File: src/hw/rtl/false_color_level_map_assert.svh
// Assertion macros for the false color level map
`ifndef FALSE_COLOR_LEVEL_MAP_ASSERT_SVH
`define FALSE_COLOR_LEVEL_MAP_ASSERT_SVH

// check cons in the same cycle as ante
`define FCLM_ASSERT_NOW(lbl, ante, cons) \
  lbl: assert property (@(posedge clk_i) disable iff (!rst_ni) (ante) |-> (cons)) \
    else $error("fclm assertion failed");

// check cons in the cycle after ante
`define FCLM_ASSERT_NEXT(lbl, ante, cons) \
  lbl: assert property (@(posedge clk_i) disable iff (!rst_ni) (ante) |=> (cons)) \
    else $error("fclm assertion failed");

`endif

File: src/hw/rtl/fclm_pkg.sv
// Types, constants and divider step for the false color level map
`default_nettype none

package fclm_pkg;

  localparam int LEVEL_W    = 19;
  localparam int SPAN_W     = 20;
  localparam int DELTA_W    = 17;
  localparam int NUM_W      = 25;
  localparam int RGB_W      = 24;
  localparam int IN_TDATA_W = 24;
  localparam int CFG_IDX_W  = 4;
  localparam int SEG_BITS   = 4;
  localparam int QUO_BITS   = 8;
  localparam int SH_W       = 3;

  localparam int DIV5_SHIFT = 23;
  localparam logic [SPAN_W:0] DIV5_MUL = 21'd1677722;

  localparam int ST_ABS   = 0;
  localparam int ST_DELTA = 1;
  localparam int ST_SEG0  = 2;
  localparam int ST_FIX   = ST_SEG0 + SEG_BITS;
  localparam int ST_QUO0  = ST_FIX + 1;
  localparam int ST_OUT   = ST_QUO0 + QUO_BITS;
  localparam int NSTAGE   = ST_OUT + 1;

  typedef enum logic [CFG_IDX_W-1:0] {
    REG_MAX_LEVEL = 4'd0,
    REG_MIN_LEVEL = 4'd1
  } reg_idx_e;

  typedef enum logic [SEG_BITS-1:0] {
    SEG_RED_YEL = 4'd0,
    SEG_YEL_GRN = 4'd1,
    SEG_GRN_CYN = 4'd2,
    SEG_CYN_BLU = 4'd3,
    SEG_BLU_MAG = 4'd4,
    SEG_TOP     = 4'd5,
    SEG_PASTEL0 = 4'd6,
    SEG_PASTEL1 = 4'd7,
    SEG_PASTEL2 = 4'd8,
    SEG_PASTEL3 = 4'd9
  } seg_e;

  typedef struct packed {
    logic [NUM_W-1:0] pr;
    logic             take;
  } div_step_t;

  typedef struct packed {
    logic [SPAN_W-1:0]   pr;
    logic [DELTA_W-1:0]  delta;
    logic [SEG_BITS-1:0] quo;
    logic                sat;
  } seg_t;

  typedef struct packed {
    seg_e                seg;
    logic [DELTA_W-1:0]  delta;
    logic [NUM_W-1:0]    pr_up;
    logic [NUM_W-1:0]    pr_half;
    logic [QUO_BITS-1:0] q_up;
    logic [QUO_BITS-1:0] q_half;
  } quo_t;

  function automatic div_step_t div_step(logic [NUM_W-1:0] pr, logic [DELTA_W-1:0] d,
                                         logic [SH_W-1:0] sh);
    logic [NUM_W-1:0] ds;
    div_step_t        res;
    ds = NUM_W'(d) << sh;
    if (pr >= ds) begin
      res.pr   = pr - ds;
      res.take = 1'b1;
    end else begin
      res.pr   = pr;
      res.take = 1'b0;
    end
    return res;
  endfunction

endpackage

`default_nettype wire

File: src/hw/rtl/false_color_level_map.sv
// Top level: pipelined mapping of signed levels to 24-bit heat-map colors
// Each transaction passes the offset, delta, segment, fix-up, ramp and output stages in turn.
// Throughput: one transaction per cycle; the 4-step segment divider and the
// 8-step ramp dividers each retire one quotient bit per pipeline stage.
// A stalled master side holds the whole pipeline and drops s_axis_tready.
// Reset clears the stage valid bits and both level registers to 0.
`default_nettype none
`include "false_color_level_map_assert.svh"

module false_color_level_map (
  input  wire logic                              clk_i,
  input  wire logic                              rst_ni,
  input  wire logic                              s_axis_tvalid,
  output      logic                              s_axis_tready,
  input  wire logic [fclm_pkg::IN_TDATA_W-1:0]   s_axis_tdata,  // [18:0] sample_level
  output      logic                              m_axis_tvalid,
  input  wire logic                              m_axis_tready,
  output      logic [fclm_pkg::RGB_W-1:0]        m_axis_tdata,  // [23:0] rgb_color
  input  wire logic                              cfg_valid_i,
  output      logic                              cfg_ready_o,
  input  wire logic [fclm_pkg::CFG_IDX_W-1:0]    cfg_index_i,
  input  wire logic [fclm_pkg::LEVEL_W-1:0]      cfg_data_i
);

  localparam int LW = fclm_pkg::LEVEL_W;
  localparam int SW = fclm_pkg::SPAN_W;
  localparam int DW = fclm_pkg::DELTA_W;
  localparam int NW = fclm_pkg::NUM_W;
  localparam int SB = fclm_pkg::SEG_BITS;
  localparam int QB = fclm_pkg::QUO_BITS;
  localparam int NS = fclm_pkg::NSTAGE;

  logic [LW-1:0] max_level_q, min_level_q;
  logic [NS-1:0] vld_q;
  logic          en;

  logic [SW-1:0] offset_a_q, span_a_q, offset_a_d, span_a_d;
  logic [SW-1:0] offset_b_q;
  logic [DW-1:0] delta_b_q, delta_b_d;
  logic [2*SW:0] delta_prod;

  fclm_pkg::seg_t seg_src [SB];
  fclm_pkg::seg_t sd_d    [SB];
  fclm_pkg::seg_t sd_q    [SB];

  fclm_pkg::quo_t fix_d, fix_q;
  fclm_pkg::quo_t quo_src [QB];
  fclm_pkg::quo_t qd_d    [QB];
  fclm_pkg::quo_t qd_q    [QB];

  localparam int RGB_W_LOCAL = fclm_pkg::RGB_W;
  logic [RGB_W_LOCAL-1:0] rgb_d, rgb_q;

  assign cfg_ready_o   = 1'b1;
  assign en            = !vld_q[fclm_pkg::ST_OUT] || m_axis_tready;
  assign s_axis_tready = en;
  assign m_axis_tvalid = vld_q[fclm_pkg::ST_OUT];
  assign m_axis_tdata  = rgb_q;

  always_ff @(posedge clk_i or negedge rst_ni) begin
    if (!rst_ni) begin
      max_level_q <= '0;
      min_level_q <= '0;
    end else if (cfg_valid_i && cfg_ready_o) begin
      case (cfg_index_i)
        fclm_pkg::REG_MAX_LEVEL: max_level_q <= cfg_data_i;
        fclm_pkg::REG_MIN_LEVEL: min_level_q <= cfg_data_i;
        default: ;
      endcase
    end
  end

  always_ff @(posedge clk_i or negedge rst_ni) begin
    if (!rst_ni) begin
      vld_q <= '0;
    end else if (en) begin
      vld_q <= {vld_q[NS-2:0], s_axis_tvalid};
    end
  end

  always_comb begin
    logic [SW-1:0] sdiff, mdiff;
    sdiff      = {s_axis_tdata[LW-1], s_axis_tdata[LW-1:0]} - {min_level_q[LW-1], min_level_q};
    mdiff      = {max_level_q[LW-1], max_level_q} - {min_level_q[LW-1], min_level_q};
    offset_a_d = sdiff[SW-1] ? SW'(-sdiff) : sdiff;
    span_a_d   = mdiff[SW-1] ? SW'(-mdiff) : mdiff;
  end

  assign delta_prod = (2*SW+1)'(span_a_q) * (2*SW+1)'(fclm_pkg::DIV5_MUL);
  assign delta_b_d  = delta_prod[fclm_pkg::DIV5_SHIFT +: DW];

  always_ff @(posedge clk_i) begin
    if (en) begin
      offset_a_q <= offset_a_d;
      span_a_q   <= span_a_d;
      offset_b_q <= offset_a_q;
      delta_b_q  <= delta_b_d;
    end
  end

  always_comb begin
    seg_src[0].pr    = offset_b_q;
    seg_src[0].delta = delta_b_q;
    seg_src[0].quo   = '0;
    seg_src[0].sat   = (21'(offset_b_q)) >= ((21'(delta_b_q) << 3) + (21'(delta_b_q) << 1));
  end

  for (genvar k = 0; k < SB; k++) begin : g_seg
    fclm_pkg::div_step_t st;
    if (k > 0) begin : g_link
      assign seg_src[k] = sd_q[k-1];
    end
    assign st = fclm_pkg::div_step(NW'(seg_src[k].pr), seg_src[k].delta,
                                   fclm_pkg::SH_W'(SB - 1 - k));
    always_comb begin
      sd_d[k]       = seg_src[k];
      sd_d[k].pr    = st.pr[SW-1:0];
      sd_d[k].quo   = {seg_src[k].quo[SB-2:0], st.take};
    end
    always_ff @(posedge clk_i) begin
      if (en) begin
        sd_q[k] <= sd_d[k];
      end
    end
  end

  always_comb begin
    logic [DW-1:0] rem;
    rem           = sd_q[SB-1].pr[DW-1:0];
    fix_d.seg     = fclm_pkg::seg_e'(sd_q[SB-1].quo);
    fix_d.delta   = sd_q[SB-1].delta;
    if (sd_q[SB-1].sat) begin
      fix_d.seg = fclm_pkg::SEG_PASTEL3;
      rem       = sd_q[SB-1].delta;
    end else if (sd_q[SB-1].quo == fclm_pkg::SEG_TOP) begin
      fix_d.seg = fclm_pkg::SEG_BLU_MAG;
      rem       = sd_q[SB-1].delta;
    end
    fix_d.pr_up   = (NW'(rem) << 8) - NW'(rem);
    fix_d.pr_half = NW'(rem) << 7;
    fix_d.q_up    = '0;
    fix_d.q_half  = '0;
  end

  always_ff @(posedge clk_i) begin
    if (en) begin
      fix_q <= fix_d;
    end
  end

  for (genvar k = 0; k < QB; k++) begin : g_quo
    fclm_pkg::div_step_t st_up, st_half;
    if (k == 0) begin : g_head
      assign quo_src[k] = fix_q;
    end else begin : g_link
      assign quo_src[k] = qd_q[k-1];
    end
    assign st_up   = fclm_pkg::div_step(quo_src[k].pr_up, quo_src[k].delta,
                                        fclm_pkg::SH_W'(QB - 1 - k));
    assign st_half = fclm_pkg::div_step(quo_src[k].pr_half, quo_src[k].delta,
                                        fclm_pkg::SH_W'(QB - 1 - k));
    always_comb begin
      qd_d[k]         = quo_src[k];
      qd_d[k].pr_up   = st_up.pr;
      qd_d[k].pr_half = st_half.pr;
      qd_d[k].q_up    = {quo_src[k].q_up[QB-2:0], st_up.take};
      qd_d[k].q_half  = {quo_src[k].q_half[QB-2:0], st_half.take};
    end
    always_ff @(posedge clk_i) begin
      if (en) begin
        qd_q[k] <= qd_d[k];
      end
    end
  end

  always_comb begin
    logic [7:0] up, down, pup, pdown;
    logic       c_up, c_half;
    logic [7:0] r, g, b;
    c_up   = |qd_q[QB-1].pr_up;
    c_half = |qd_q[QB-1].pr_half;
    up     = qd_q[QB-1].q_up;
    down   = 8'hff - up - {7'd0, c_up};
    pup    = qd_q[QB-1].q_half + 8'h80;
    pdown  = 8'h00 - qd_q[QB-1].q_half - {7'd0, c_half};
    case (qd_q[QB-1].seg)
      fclm_pkg::SEG_RED_YEL: begin r = 8'hff;  g = up;     b = 8'h00; end
      fclm_pkg::SEG_YEL_GRN: begin r = down;   g = 8'hff;  b = 8'h00; end
      fclm_pkg::SEG_GRN_CYN: begin r = 8'h00;  g = 8'hff;  b = up;    end
      fclm_pkg::SEG_CYN_BLU: begin r = 8'h00;  g = down;   b = 8'hff; end
      fclm_pkg::SEG_BLU_MAG: begin r = up;     g = 8'h00;  b = 8'hff; end
      fclm_pkg::SEG_PASTEL0: begin r = pdown;  g = 8'hff;  b = 8'h80; end
      fclm_pkg::SEG_PASTEL1: begin r = 8'h80;  g = 8'hff;  b = pup;   end
      fclm_pkg::SEG_PASTEL2: begin r = 8'h80;  g = pdown;  b = 8'hff; end
      default:               begin r = pup;    g = 8'h80;  b = 8'hff; end
    endcase
    rgb_d = (qd_q[QB-1].delta == '0) ? {8'hff, 8'h00, 8'h00} : {r, g, b};
  end

  always_ff @(posedge clk_i) begin
    if (en) begin
      rgb_q <= rgb_d;
    end
  end

  `FCLM_ASSERT_NEXT(a_accept_enters, s_axis_tvalid && s_axis_tready, vld_q[fclm_pkg::ST_ABS])
  `FCLM_ASSERT_NOW(a_seg_fixed, vld_q[fclm_pkg::ST_FIX], fix_q.seg <= fclm_pkg::SEG_PASTEL3)
  `FCLM_ASSERT_NOW(a_ramp_rem_bound,
                   vld_q[fclm_pkg::ST_OUT - 1] && (qd_q[QB-1].delta != '0),
                   (qd_q[QB-1].pr_up < NW'(qd_q[QB-1].delta)) &&
                   (qd_q[QB-1].pr_half < NW'(qd_q[QB-1].delta)))

endmodule

`default_nettype wire
File: config.mk
export PLATFORM = sky130hd
export DESIGN_NAME = false_color_level_map
export DESIGN_NICKNAME = d
export VERILOG_FILES = /design/src/hw/rtl/fclm_pkg.sv /design/src/hw/rtl/false_color_level_map.sv
export VERILOG_INCLUDE_DIRS = /design/src /design/src/hw/rtl
export SDC_FILE = /design/constraint.sdc
export NUM_CORES = 2
export LEC_CHECK = 0
export BUFFER_PORTS_ARGS = -buffer_cell sky130_fd_sc_hd__buf_2
export CORE_MARGIN = 2
export CORE_UTILIZATION = 65
export DETAILED_ROUTE_END_ITERATION = 6
export PLACE_DENSITY_LB_ADDON = 0.25
export SLEW_MARGIN = 25
export SYNTH_ARGS = -nofsm -noshare
export SYNTH_HDL_FRONTEND = slang
export SYNTH_SLANG_ARGS = --single-unit
export TNS_END_PERCENT = 20
File: constraint.sdc
create_clock -name clk_i -period 75.4 [get_ports clk_i]
set_input_delay 7.54 -clock clk_i [delete_from_list [all_inputs] [get_ports clk_i]]
set_output_delay 7.54 -clock clk_i [all_outputs]
set_load 0.05 [all_outputs]
==> impl_metrics.csv <==
group,metric,value,unit
sta,tightestPinTransition,1.103,ns
cts,cts-hold-fix-buffers,0,
sta,fin_crit_sh,21.59,%
cts,clockRootBuffer,"clkbuf_16",
synthesis,synth.cell_area,0.06342,mm²
setup_path,crit_fanout,61,
cts,cts_tree,"done",
synthesis,synth_edf_count,934,
cts,cts_setup_buffers,0,
setup_path,cp.arrival,8.74,ns
cells_and_area,area_growth,8.720,%
placement,place.gp.congestion,0.9395,
floorplanning,die_x,316.4,µm
sta,hold_violations,0,
synthesis,synthFlopType,"edfxtp_1",
cts,clk_path_buf_depth,3,
synthesis,seq_area_frac_synth,46.35,%
floorplanning,die_h,316.4,µm
drt,ant_nets,0,
sta,finalClockSkew,0.04038,ns
run_status,status,"finished, final reports clean",
sta,fmax,61.44,MHz
placement,portBuffers,72,
synthesis,synth-seq-cells,988,
cells_and_area,multiInputGateArea,0.03148,mm²
global_route,grt_max_degree,197,
global_route,grt_use_total,28.74,%
synthesis,async_flop_share,5.466,%
drt,post_drt_wl_per_cell,19.92,µm
cts,cts_buffers,101,
drt,dr.first_iter.drc_count,3753,
flow_run,drv_cap,0,
drt,drtPass1Iterations,7,
cts,clk_pin_slew,0.06,ns
floorplanning,row_count,114,
floorplanning,dieArea,0.1001,mm²
global_route,grt_pass1_wl,227900,µm
synthesis,synth.avg_cell_area,11.10,µm²
cts,cts_sinks,988,
setup_path,cp-start-kind,"primary input",
global_route,grt_pass1_vias,43140,
sta,fin_tns_setup,0,ns
cells_and_area,nNetsFinal,6663,
placement,place_hpwl,108900,µm
cts,cts-htree-levels,3,
cells_and_area,final-seq-area,0.02940,mm²
sta,slew_headroom,25.87,%
sta,setup-violations-final,0,
cells_and_area,drive_above_1_share,8.058,%
global_route,antenna_found_initial,1,
cells_and_area,fillers,6768,
drt,num_vias,43940,
setup_path,endpoint_kind,"output port",
sta,maxSlewViolCount,0,
cts,clk_latency,0.70,ns
drt,drc,0,
sta,fin_crit,16.28,ns
placement,dpl-instance-area,0.06535,mm²
synthesis,netlist_instances,5712,
floorplanning,start_util,65.58,%
floorplanning,ios,79,
cells_and_area,fin_util,71.30,%
cts,cts_resized,0,
synthesis,yosys_warnings,0,
synthesis,synth.distinct_cells,95,
sta,grt_setup_unrepaired,"no",
global_route,overflow,0,
cells_and_area,design_area,0.06895,mm²
floorplanning,core_area,0.09671,mm²
sta,hold-worst-slack,0.4052,ns
drt,totalWireLength,143100,µm
hold_path,hold_class,"flip-flop to flip-flop",
setup_path,crit_type,"primary input to output port",
setup_path,required,67.86,ns
synthesis,synth.net_count,6548,
drt,via_per_inst,6.117,
synthesized netlist by cell type, types with 27 or more instances:
cell / count / area, µm²
and3_1: 38 / 237.7
o21ai_0: 300 / 1501
a21boi_0: 35 / 262.8
or3_1: 35 / 219.0
dfrtp_1: 54 / 1351
inv_1: 601 / 2256
edfxtp_1: 934 / 28050
a31oi_1: 37 / 231.5
xor2_1: 201 / 1760
nand2b_1: 55 / 344.1
mux2_2: 141 / 1588
nand3_1: 78 / 390.4
nor2_1: 347 / 1303
nor3_1: 133 / 665.6
a21oi_1: 369 / 1847
nand4_1: 54 / 337.8
nor2b_1: 74 / 462.9
o21a_1: 61 / 457.9
clkbuf_1: 76 / 285.3
mux2i_1: 35 / 350.3
ha_1: 632 / 7908
fa_1: 152 / 3043
a21o_1: 136 / 1021
o21bai_1: 30 / 225.2
and2_1: 27 / 168.9
nand2_1: 387 / 1453
nor4_1: 50 / 312.8
o31ai_1: 41 / 307.8
xnor2_1: 242 / 2120
logic make-up after synthesis:
kind of cell | synth area share [%]
simple gates | 10.43
fa+ha+maj | 17.27
other cells | 0.005913
mux | 3.180
buf+inv | 4.141
compound gates | 12.50
xor+xnor | 6.118
flops | 46.35
cell usage in the layout, fill, tap and decap left out, types with 36 or more instances in the layout:
| master | instances |
|---|---|
| fa_1 | 152 |
| dfrtp_1 | 54 |
| mux2_2 | 141 |
| nor2b_1 | 71 |
| o31ai_1 | 41 |
| xor2_1 | 201 |
| inv_1 | 601 |
| nor4_1 | 48 |
| and3_1 | 38 |
| xnor2_1 | 242 |
| nor2_1 | 345 |
| nor3_1 | 132 |
| o21a_1 | 61 |
| a21o_1 | 136 |
| a21oi_1 | 369 |
| nand3_1 | 78 |
| ha_1 | 632 |
| clkbuf_16 | 103 |
| o21ai_0 | 300 |
| nand2_1 | 387 |
| buf_2 | 72 |
| edfxtp_1 | 934 |
| nand4_1 | 54 |
| nand2b_1 | 54 |
| a31oi_1 | 36 |
critical path, stage by stage:
cell,delay (ns)
buf_2,0.08
nand2b_4,0.67
buf_2,0.40
layout make-up:
| type | count | share of cell area [%] |
|---|---|---|
| clock inverter | 68 | 1.357 |
| clock buffer | 115 | 3.803 |
| inverter | 601 | 3.272 |
| tap | 1276 | 2.315 |
| sequential | 988 | 42.64 |
| antenna | 1 | 0.003629 |
| timing repair buffer | 105 | 0.9581 |
| multi-input combinational | 4030 | 45.65 |
per-layer routing:
layer  share of wire (%)  GRT usage, %
met2                  49         48.83
met1                  42         38.20
met3                 5.6         3.499
met5                   0             0
met4                 3.7         10.39
sequential cells by signal, summed over array words and instances (netlist names):
register / cells
vld_q: 16
min_level_q: 19
sd_q: 159
offset_a_q: 20
qd_q: 612
max_level_q: 19
delta_b_q: 17
fix_q: 62
offset_b_q: 20
span_a_q: 20
m_axis_tdata: 24
stage by stage:
| step | setup WS, ns | std cells |
|---|---|---|
| after floorplan | 34.23 | 5712 |
| after global placement | 59.17 | 6999 |
| after detailed placement | 59.15 | 6999 |
| after CTS | 59.13 | 7182 |
| after global routing | 59.07 | 7183 |
| final | 59.12 | 7184 |
path summary, 6_finish.rpt:
| path | from | cells after the start | endpoint | slack, ns |
|---|---|---|---|---|
| setup reg to reg | span_a_q[8]$_DFFE_PP_ | 23 | delta_b_q[16]$_DFFE_PP_ | 68.17 |
| min in group asynchronous | rst_ni | 2 | max_level_q[5]$_DFFE_PN0P_ | 6.99 |
| hold / removal | qd_q[0][259]$_DFFE_PP_ | 0 | qd_q[0][346]$_DFFE_PP_ | 0.41 |
| setup / recovery | m_axis_tready | 3 | s_axis_tready | 59.12 |
| max in group asynchronous | rst_ni | 2 | vld_q[7]$_DFFE_PN0P_ | 67.92 |
| hold reg to reg | qd_q[0][259]$_DFFE_PP_ | 0 | qd_q[0][346]$_DFFE_PP_ | 0.41 |
Power is not shown: default switching activity piles up to over one toggle a cycle in this logic, so the estimate is an artifact.
